$ cat src/rtl/core/crbp_pkg.sv
`timescale 1ns / 1ps
`default_nettype none

package crbp_pkg;

    localparam int FPP_DEFAULT     = 384;
    localparam int SEQ_MOD_DEFAULT = 252;

    localparam int SAMPLE_W  = 16;
    localparam int NUM_CH    = 3;
    localparam int IN_TDATA_W  = 48;
    localparam int OUT_TDATA_W = 48;
    localparam int BYTE_W    = 8;
    localparam int SEQ_OUT_W = 8;
    localparam int SLOT_OUT_W = 9;
    localparam int OUT_PAD_W = OUT_TDATA_W - NUM_CH * BYTE_W - SEQ_OUT_W - SLOT_OUT_W;

    localparam int STEP_W    = 19;
    localparam int PHASE_W   = 20;
    localparam int VW        = 18;
    localparam int XW        = 41;
    localparam int MUL_LO_W  = 24;
    localparam int MUL_A_W   = MUL_LO_W + 1;
    localparam int PRODW     = MUL_A_W + VW;
    localparam int ACCW      = 60;

    localparam logic [PHASE_W-1:0] ONE_Q16    = PHASE_W'(65536);
    localparam logic [STEP_W-1:0]  MIN_STEP   = STEP_W'(16384);
    localparam logic [STEP_W-1:0]  RATE_RESET = STEP_W'(120422);

    typedef enum logic [2:0] {
        OP_NONE,
        OP_LOAD,
        OP_MLO,
        OP_MHI,
        OP_MACC,
        OP_UPD,
        OP_BYTE
    } lane_op_t;

    typedef enum logic [1:0] {
        TERM_A,
        TERM_B,
        TERM_C
    } term_t;

    typedef struct packed {
        logic     accept;
        lane_op_t op;
        term_t    term;
        logic     emit;
    } dp_cmd_t;

    typedef struct packed {
        logic phase_lt_one;
        logic more;
        logic out_free;
    } dp_status_t;

endpackage

`default_nettype wire

$ cat src/rtl/core/crbp_ctrl.sv
`timescale 1ns / 1ps
`default_nettype none

module crbp_ctrl
    import crbp_pkg::*;
(
    input  wire logic       aclk,
    input  wire logic       aresetn,
    input  wire logic       s_tvalid,
    output logic            s_tready,
    input  wire dp_status_t status,
    output dp_cmd_t         cmd
);

    typedef enum logic [8:0] {
        ST_IDLE  = 9'b000000001,
        ST_CHECK = 9'b000000010,
        ST_LOAD  = 9'b000000100,
        ST_MLO   = 9'b000001000,
        ST_MHI   = 9'b000010000,
        ST_MACC  = 9'b000100000,
        ST_UPD   = 9'b001000000,
        ST_BYTE  = 9'b010000000,
        ST_EMIT  = 9'b100000000
    } state_t;

    state_t state_reg, state_next;
    term_t  term_reg, term_next, term_succ;

    always_comb begin
        case (term_reg)
            TERM_A:  term_succ = TERM_B;
            TERM_B:  term_succ = TERM_C;
            default: term_succ = TERM_A;
        endcase
    end

    always_comb begin
        state_next = state_reg;
        term_next  = term_reg;
        cmd.accept = 1'b0;
        cmd.op     = OP_NONE;
        cmd.term   = term_reg;
        cmd.emit   = 1'b0;
        s_tready   = 1'b0;
        unique case (state_reg)
            ST_IDLE: begin
                s_tready   = 1'b1;
                cmd.accept = s_tvalid;
                if (s_tvalid) begin
                    state_next = ST_CHECK;
                end
            end
            ST_CHECK: begin
                state_next = status.phase_lt_one ? ST_LOAD : ST_IDLE;
            end
            ST_LOAD: begin
                cmd.op     = OP_LOAD;
                term_next  = TERM_A;
                state_next = ST_MLO;
            end
            ST_MLO: begin
                cmd.op     = OP_MLO;
                state_next = ST_MHI;
            end
            ST_MHI: begin
                cmd.op     = OP_MHI;
                state_next = ST_MACC;
            end
            ST_MACC: begin
                cmd.op     = OP_MACC;
                state_next = ST_UPD;
            end
            ST_UPD: begin
                cmd.op = OP_UPD;
                if (term_reg == TERM_C) begin
                    state_next = ST_BYTE;
                end else begin
                    term_next  = term_succ;
                    state_next = ST_MLO;
                end
            end
            ST_BYTE: begin
                cmd.op     = OP_BYTE;
                state_next = ST_EMIT;
            end
            ST_EMIT: begin
                if (status.out_free) begin
                    cmd.emit   = 1'b1;
                    state_next = status.more ? ST_LOAD : ST_IDLE;
                end
            end
            default: begin
                state_next = ST_IDLE;
            end
        endcase
    end

    always_ff @(posedge aclk) begin
        if (!aresetn) begin
            state_reg <= ST_IDLE;
            term_reg  <= TERM_A;
        end else begin
            state_reg <= state_next;
            term_reg  <= term_next;
        end
    end

endmodule

`default_nettype wire

$ cat config.mk
export PLATFORM = sky130hd
export DESIGN_NAME = crbp_ctrl
export DESIGN_NICKNAME = d
export VERILOG_FILES = /design/src/rtl/core/crbp_pkg.sv /design/src/rtl/core/crbp_ctrl.sv
export SDC_FILE = /design/constraint.sdc
export NUM_CORES = 1
export LEC_CHECK = 0
export BUFFER_PORTS_ARGS = -buffer_cell sky130_fd_sc_hd__clkbuf_2
export CELL_PAD_IN_SITES_DETAIL_PLACEMENT = 2
export CELL_PAD_IN_SITES_GLOBAL_PLACEMENT = 2
export CORE_ASPECT_RATIO = 0.6
export CORE_MARGIN = 2
export CORE_UTILIZATION = 35
export DETAILED_ROUTE_END_ITERATION = 10
export GPL_ROUTABILITY_DRIVEN = 0
export GPL_TIMING_DRIVEN = 0
export PLACE_DENSITY_LB_ADDON = 0.1
export SLEW_MARGIN = 20
export SYNTH_ARGS = -nofsm -noshare
export SYNTH_HDL_FRONTEND = slang
export SYNTH_SLANG_ARGS = --single-unit
$ cat constraint.sdc
create_clock -name aclk -period 2.65 [get_ports aclk]
set_clock_uncertainty 0.05 [all_clocks]
set_input_delay 0.1325 -clock aclk [delete_from_list [all_inputs] [get_ports aclk]]
set_output_delay 0.1325 -clock aclk [all_outputs]
set_load 0.02 [all_outputs]
After elaboration in Yosys (flattened, before gate mapping)
Index checks and enable logic that the tools add are counted.
{ "op_classes": {"n_eq_ne": 14, "addsub": 0, "n_bitwise": 0, "n_reduce_logical": 4, "div": 0, "magnitude_cmp": 0, "multipliers": 0, "mux": 14, "n_shift": 0} }
{ "ops": {"columns": ["op", "n"], "rows": [
  ["9-bit one-hot mux with 9 select lines", 1],
  ["9-bit two-way mux", 2],
  ["3-bit one-hot mux with 6 select lines", 1],
  ["9-bit by 1-bit == test with 1-bit output, second input constant", 1],
  ["9-bit by 2-bit == test with 1-bit output, second input constant", 1],
  ["9-bit by 3-bit == test with 1-bit output, second input constant", 1],
  ["9-bit by 4-bit == test with 1-bit output, second input constant", 1],
  ["9-bit by 5-bit == test with 1-bit output, second input constant", 1],
  ["9-bit by 6-bit == test with 1-bit output, second input constant", 1],
  ["9-bit by 7-bit == test with 1-bit output, second input constant", 1],
  ["9-bit by 8-bit == test with 1-bit output, second input constant", 1],
  ["9-bit == test, second input constant", 1],
  ["8-bit two-way mux", 1],
  ["2-bit one-hot mux with 2 select lines", 2],
  ["3-bit two-way mux", 2],
  ["2-bit != test, second input constant", 3],
  ["1-bit two-way mux", 4],
  ["2-bit AND reduction", 2],
  ["2-bit by 1-bit == test with 1-bit output, second input constant", 1],
  ["2-bit == test, second input constant", 1],
  ["2-bit logical NOT", 1],
  ["2-bit two-way mux", 1],
  ["2-bit nonzero test", 1]
]} }
{ "totals": {"regBits": 11, "ram_bits": 0, "latchBits": 0, "in_bits": 6, "romBits": 0, "output_inout_bits": 8, "mem_count": 0} }

Logic depth before layout (Yosys ltp)
Gate-level depths: netlist (run 1).
{ "depth": {"word_depth": 4, "ltp_mapped": 6, "mapped_depth_nobuf": 4} }

Worst setup path before layout (run 1)
Ideal clock, no wire load.
{ "synth_timing": {"path_type": "reg-to-output", "from": "reg state_reg[4]", "to": "out cmd[6] (netlist bit)", "arrival_time_ns": 1.835, "slack_ns": 0.633, "stages_incl_launch_ff": 6, "path_buffers": 2, "path_cell_list": "dfxtp_1 > buf_6 > or3_4 > buf_6 > nor3_1 > and2_1"} }
{ "synth_lines": {"columns": ["element", "line_no", "text"], "rows": [
  ["from (decl)", "crbp_ctrl.sv:27", "state_t state_reg, state_next;"],
  ["from (signal assigned)", "crbp_ctrl.sv:104", "state_reg <= state_next;"],
  ["to (decl)", "crbp_ctrl.sv:12", "output dp_cmd_t cmd"]
]} }

==> results of run 1 <==
-- critical path: stages, from the launching register on --
cell      delay, ns
dfxtp_1        0.30
buf_6          0.13
or3_4          0.38
buf_6          0.15
nor3_1         0.33
and2_1         0.18
clkbuf_2       0.16
-- through the flow --
step | util, % | hold slack [ns]
final | 44.3 | 0.0795
after global placement | 42.2 | 0.328
after CTS | 44.3 | 0.0827
after global routing | 44.3 | 0.0788
after floorplan | - | 0.200
after detailed placement | 42.2 | 0.338
-- routing by layer --
metal	global-route usage, %	part of all wire (%)	up-vias
met4	6.12	1.9	0
met1	27.3	51	407
li1	-	-	387
met3	6.50	4.1	7
met2	29.4	43	18
met5	0	0	-
-- path summary, 6_finish.rpt --
kind | from | end | depth (start not counted)
worst min-delay path | s_tvalid | state_reg[1]$_SDFFE_PN0P_ | 2
worst max register to register | state_reg[6]$_SDFFE_PN0P_ | term_reg[0]$_SDFFE_PN0P_ | 5
worst min register to register | term_reg[0]$_SDFFE_PN0P_ | term_reg[0]$_SDFFE_PN0P_ | 2
worst max-delay path | state_reg[4]$_SDFFE_PN0P_ | cmd[6] | 6
-- power by group through the flow --
| stage | Sequential, W | Clock, W | Combinational [W] |
|---|---|---|---|
| final | 0.000173 | 0.000180 | 0.0000833 |
| after global routing | 0.000174 | 0.000192 | 0.0000917 |
| after CTS | 0.000173 | 0.000182 | 0.0000847 |
| after detailed placement | 0.000177 | 0 | 0.0000844 |
| after global placement | 0.000177 | 0 | 0.0000807 |
| after floorplan | 0.000176 | 0 | 0.0000594 |
-- kinds of logic after synthesis --
logic type	after synthesis
compound gates	21
simple gates	48
buf+inv	11
flops	11
mux	1
xor+xnor	4
-- cell usage in the layout, fill, tap and decap left out, drive strengths merged, types with 3 or more instances in the layout --
cell    count
a21oi       6
buf         6
clkbuf     19
dfxtp      11
nand2       5
nand2b      5
nor2        7
nor3        4
nor4        7
o21ai       4
or3         4
xor2        3
-- layout make-up --
cell class	instances	area share [%]
Inverter	2	0.766
Clock inverter	1	0.511
Clock buffer	3	4.21
Buffer	9	8.30
Sequential cell	11	22.5
Tap cell	30	3.83
Multi-Input combinational cell	74	53.3
Timing Repair Buffer	13	6.64
==> results.json, run 1 <==
{
  "clock.fmax_ghz": 0.482,
  "dpl-instance-area_um2": 933,
  "htreeDepth": 1,
  "wl_per_cell_um": 17.2,
  "nets": 120,
  "grt_pass1_vias": 823,
  "ys_warn_count": 0,
  "min_period_ns": 2.08,
  "antenna_cells": 0,
  "fin_area_um2": 980,
  "ctsResizeCount": 0,
  "hold_viol": 0,
  "grt_setup_unrepaired": "false",
  "final.setup.tns_ns": 0,
  "finalCritPeriodShare_pct": 78.3,
  "syn_inst": 96,
  "p_seq_share_pct": 39.7,
  "p_int_w": 0.000307,
  "combinationalPowerShare_pct": 19.1,
  "hp-class": "in -> reg",
  "p_clk_share_pct": 41.2,
  "rows": 13,
  "multi_input_area_um2": 522,
  "largest_reg_flops": 9,
  "synth.area.top_cells": "dfxtp_1, buf_6, nor4_1, nand2b_1, a21oi_1",
  "synth_compound_area_share_pct": 19.7,
  "fillers": 260,
  "final_cells": 143,
  "vias": 819,
  "ant_nets": 0,
  "dr.pass1.iters": 4,
  "cts_setup_buffers": 0,
  "layout_setup_ws_ns": 0.574,
  "drt_wl_total_um": 2460,
  "critPathArrivalTime_ns": 1.89,
  "synth_flop_cell": "dfxtp_1",
  "post-dp-hpwl_um": 1860,
  "pre_cts_slack_ns": 0.804,
  "relSlewSlack_pct": 59.6,
  "crit_path_end_kind": "primary output",
  "synthAdderAreaFrac_pct": 0,
  "ctsHoldBuffers": 0,
  "crit_type": "reg -> out",
  "insertion_delay_ns": 0.25,
  "power.density_mw_per_mm2": 446,
  "critPathLaunchType": "flop",
  "regToRegSetupSlack_ns": 0.78,
  "yosysTopAreaCell": "dfxtp_1",
  "synth-edff-count": 0,
  "synth_cell_types": 41,
  "core_mm2": 0.00221,
  "cts_sinks": 11,
  "placed_cells_incl_taps": 139,
  "maxCapViolCount": 0,
  "synthToLayoutAreaGrowth_pct": 17.9,
  "grt_overflow": 0,
  "sw_frac_of_total_pct": 29.7,
  "dieArea_mm2": 0.00279,
  "setup_viol": 0,
  "synth.area.mux_share_pct": 1.20,
  "slew_violations": 0,
  "ys_seq_area_share_pct": 26.5,
  "vias_per_cell": 5.73,
  "clk_pin_slew_ns": 0.06,
  "syn_area_um2": 831,
  "switching_power_w": 0.000130,
  "leakagePower_nw": 0.371,
  "vdd_ir_drop_max_v": 0.000243,
  "critPathRequiredTime_ns": 2.47,
  "cts-root-buf": "clkbuf_8",
  "cp_max_fo": 9,
  "ys_ff_latch": 11,
  "finalPower_w": 0.000436,
  "cts_inserted_buffers": 3,
  "drive_above_1_share_pct": 31.0,
  "ios": 14,
  "die_width_um": 66.9,
  "syn_nets": 102,
  "grt_pass1_wl_um": 4050,
  "cts_tree": "done",
  "synth_xor_area_share_pct": 4.22,
  "drc": 0,
  "yosysMostFrequentCell": "dfxtp_1",
  "clock_path_buffers": 2,
  "synth_top_area_share_pct": 26.5,
  "antenna_found_initial": 0,
  "regArea_um2": 220,
  "async_reset_ff_share_pct": 0,
  "drt-initial-drc-count": 10,
  "syn_area_per_cell_um2": 8.65,
  "synth_simple_gate_area_share_pct": 37.7,
  "grt_use_total_pct": 19.9,
  "die_h_um": 41.7,
  "synth_common_cells": "dfxtp_1, nor2_1, a21oi_1, nor4_1",
  "max_slew.worst_pin.slew_ns": 0.602,
  "port_buffers": 13,
  "status": "completed",
  "initial_utilization_pct": 37.6,
  "synth_top_family_by_area": "simple AND/OR/NAND/NOR gates",
  "grt_max_degree": 11
}
Power figures use the tool's default switching activity.
==> run 2, diff against run 1 <==
--- a/config.mk
+++ b/config.mk
@@ -5,12 +5,13 @@
 export SDC_FILE = /design/constraint.sdc
 export NUM_CORES = 1
 export LEC_CHECK = 0
+export ABC_AREA = 1
 export BUFFER_PORTS_ARGS = -buffer_cell sky130_fd_sc_hd__clkbuf_2
 export CELL_PAD_IN_SITES_DETAIL_PLACEMENT = 2
 export CELL_PAD_IN_SITES_GLOBAL_PLACEMENT = 2
 export CORE_ASPECT_RATIO = 0.6
 export CORE_MARGIN = 2
-export CORE_UTILIZATION = 35
+export CORE_UTILIZATION = 26
 export DETAILED_ROUTE_END_ITERATION = 10
 export GPL_ROUTABILITY_DRIVEN = 0
 export GPL_TIMING_DRIVEN = 0
==> constraint.sdc (replaced) <==
create_clock -name aclk -period 1.8 [get_ports aclk]
set_clock_uncertainty 0.05 [all_clocks]
set_input_delay 0.09 -clock aclk [delete_from_list [all_inputs] [get_ports aclk]]
set_output_delay 0.09 -clock aclk [all_outputs]
set_load 0.02 [all_outputs]
==> run 2 against run 1 <==
Compared with the run above:
- global-route usage fell by 5.0 points
- synthesized area decreased by 12%
- sequential cell count is the same
- final area decreased by 8.6%
- non-clock buffer count decreased by 9
- combinational power is 140% higher
- setup slack got worse by 0.45 ns
- die area is 17% higher
- critical path type unchanged
- critical endpoint is now cmd[4]
==> results.json, run 2 <==
{
  "worstRegToRegCells": 9,
  "yosysMostFrequentCell": "inv_1",
  "grt_setup_unrepaired": "false",
  "hp-class": "in -> reg",
  "syn_nets": 112,
  "relSlewSlack_pct": 82.9,
  "power.density_mw_per_mm2": 804,
  "whs_path_depth": 3,
  "min_period_ns": 1.68,
  "final.setup.tns_ns": 0,
  "clock_path_buffers": 2,
  "synth_flop_cell": "dfxtp_1",
  "leakagePower_nw": 0.435,
  "critPathRequiredTime_ns": 1.66,
  "finalCritPeriodShare_pct": 93.2,
  "ys_warn_count": 0,
  "max_slew.worst_pin.slew_ns": 0.256,
  "drive_above_1_share_pct": 35.8,
  "slew_violations": 0,
  "port_buffers": 13,
  "grt_overflow": 0,
  "synth-edff-count": 0,
  "yosysTopAreaCell": "dfxtp_1",
  "crit_cells": 6,
  "clk_pin_slew_ns": 0.06,
  "ys_ff_latch": 11,
  "htreeDepth": 1,
  "cpPeakStageDelay_ns": 0.35,
  "drt-initial-drc-count": 22,
  "fillers": 331,
  "synth_top_area_share_pct": 30.0,
  "hold_viol": 0,
  "status": "completed",
  "antenna_cells": 0,
  "grt_use_total_pct": 14.9,
  "synth.area.top_cells": "dfxtp_1, inv_1, nor2_1, nand2_1, nor2_4",
  "ctsResizeCount": 0,
  "async_reset_ff_share_pct": 0,
  "dr.pass1.iters": 4,
  "cp_max_fo": 6,
  "crit_path_end_kind": "primary output",
  "core_mm2": 0.00259,
  "rows": 14,
  "crit_type": "reg -> out",
  "layout_common_cells": "inv_1, nor2_1, clkbuf_2",
  "drt_wl_total_um": 2130,
  "ant_nets": 0,
  "path_delay_family": "simple AND/OR/NAND/NOR gates",
  "ctsHoldBuffers": 0,
  "wl_per_cell_um": 13.7,
  "vdd_ir_drop_max_v": 0.000234,
  "initial_utilization_pct": 28.3,
  "vias": 705,
  "maxCapViolCount": 0,
  "vias_per_cell": 4.55,
  "syn_area_um2": 734,
  "cpMostUsedCell": "nor2_1",
  "critPathArrivalTime_ns": 1.54,
  "synthToLayoutAreaGrowth_pct": 22.0,
  "dpl-instance-area_um2": 840,
  "cts-root-buf": "clkbuf_8",
  "syn_inst": 106,
  "cts_setup_buffers": 0,
  "post-dp-hpwl_um": 1790,
  "cts_inserted_buffers": 3,
  "drc": 0,
  "antenna_found_initial": 0,
  "insertion_delay_ns": 0.24,
  "cp_num_buf_inv": 1,
  "cts_tree": "done",
  "fin_area_um2": 896,
  "critical-path-slowest-cell": "dfxtp_1",
  "holdWs_ns": 0.102,
  "critPathLaunchType": "flop",
  "largest_reg_flops": 9,
  "grt_pass1_wl_um": 3550,
  "synth_common_cells": "inv_1, nor2_1, nand2_1",
  "grt_pass1_vias": 712,
  "syn_area_per_cell_um2": 6.93,
  "nets": 130,
  "die_width_um": 72.6,
  "path_cells": "nor2_4, nand3_4, nor2_1, nor2_1, o21ai_0, clkbuf_2",
  "synth_cell_types": 23,
  "setup_viol": 0,
  "ios": 14,
  "dieArea_mm2": 0.00328,
  "die_h_um": 45.2,
  "cts_sinks": 11,
  "grt_max_degree": 8,
  "clock.fmax_ghz": 0.596,
  "ys_seq_area_share_pct": 30.0,
  "final_common_cell": "inv_1"
}
run 2: cell types whose count changed in the layout (fill, tap and decap cells not counted), moves of 5 or more:
cell / before / now
inv_1: 2 / 21
nand2_1: 5 / 12
nand2_2: 0 / 5
nand2b_1: 5 / 0
nand3_1: 2 / 7
nor2_1: 7 / 14
nor4_1: 6 / 0
run 2: final timing paths:
check / from / end / slack, ns
max: state_reg[4]$_SDFFE_PN0P_ / cmd[4] / 0.12
min: s_tvalid / state_reg[1]$_SDFFE_PN0P_ / 0.10
max reg2reg: state_reg[0]$_SDFFE_PN1P_ / state_reg[2]$_SDFFE_PN0P_ / 0.32
min reg2reg: term_reg[1]$_SDFFE_PN0P_ / term_reg[1]$_SDFFE_PN0P_ / 0.41
run 2: per-layer routing:
layer | GRT usage [%] | share of wire, % | vias to the layer above
met5 | 0 | 0 | -
met4 | 3.33 | 0.38 | 0
met3 | 4.69 | 3.1 | 2
met2 | 21.8 | 44 | 7
met1 | 21.4 | 53 | 336
li1 | - | - | 360
run 2: final cells by class:
type                       count  area, um2  share of cell area (%)
clock inverter                 1       5.00                   0.559
multi-input combinational     69        424                    47.3
timing repair buffer          13       65.1                    7.26
inverter                      26        100                    11.2
tap                           32       40.0                    4.47
sequential                    11        220                    24.6
clock buffer                   3       41.3                    4.61
run 2: logic make-up (layout without fill, tap and decap cells):
kind of cell / after synthesis / in the layout / synth area share [%]
compound gates: 12 / 12 / 9.37
simple gates: 57 / 57 / 47.0
buf+inv: 26 / 43 / 13.6
flops: 11 / 11 / 30.0
run 2: worst reg2reg max path, delay by kind of cell, from the launching register on:
kind	cells	cell delay, ns
flip-flops	1	0.33
buffers and inverters	2	0.14
AND/OR/NAND/NOR	7	0.84
run 2: through the flow:
stage                     worst slack [ns]  utilization [%]  std cells  total power, W
after global routing                0.0341             34.6        155        0.000767
after floorplan                      0.446                -        106        0.000408
after global placement               0.323             32.4        151        0.000457
after CTS                           0.0290             34.2        155        0.000732
after detailed placement             0.305             32.4        151        0.000464
final                                0.122             34.6        155        0.000720
run 2: where the power goes:
part | internal (W) | switching, W | total (W)
sequential | 0.000254 | 0.0000103 | 0.000265
combinational | 0.0000646 | 0.000133 | 0.000198
clock | 0.000153 | 0.000105 | 0.000258
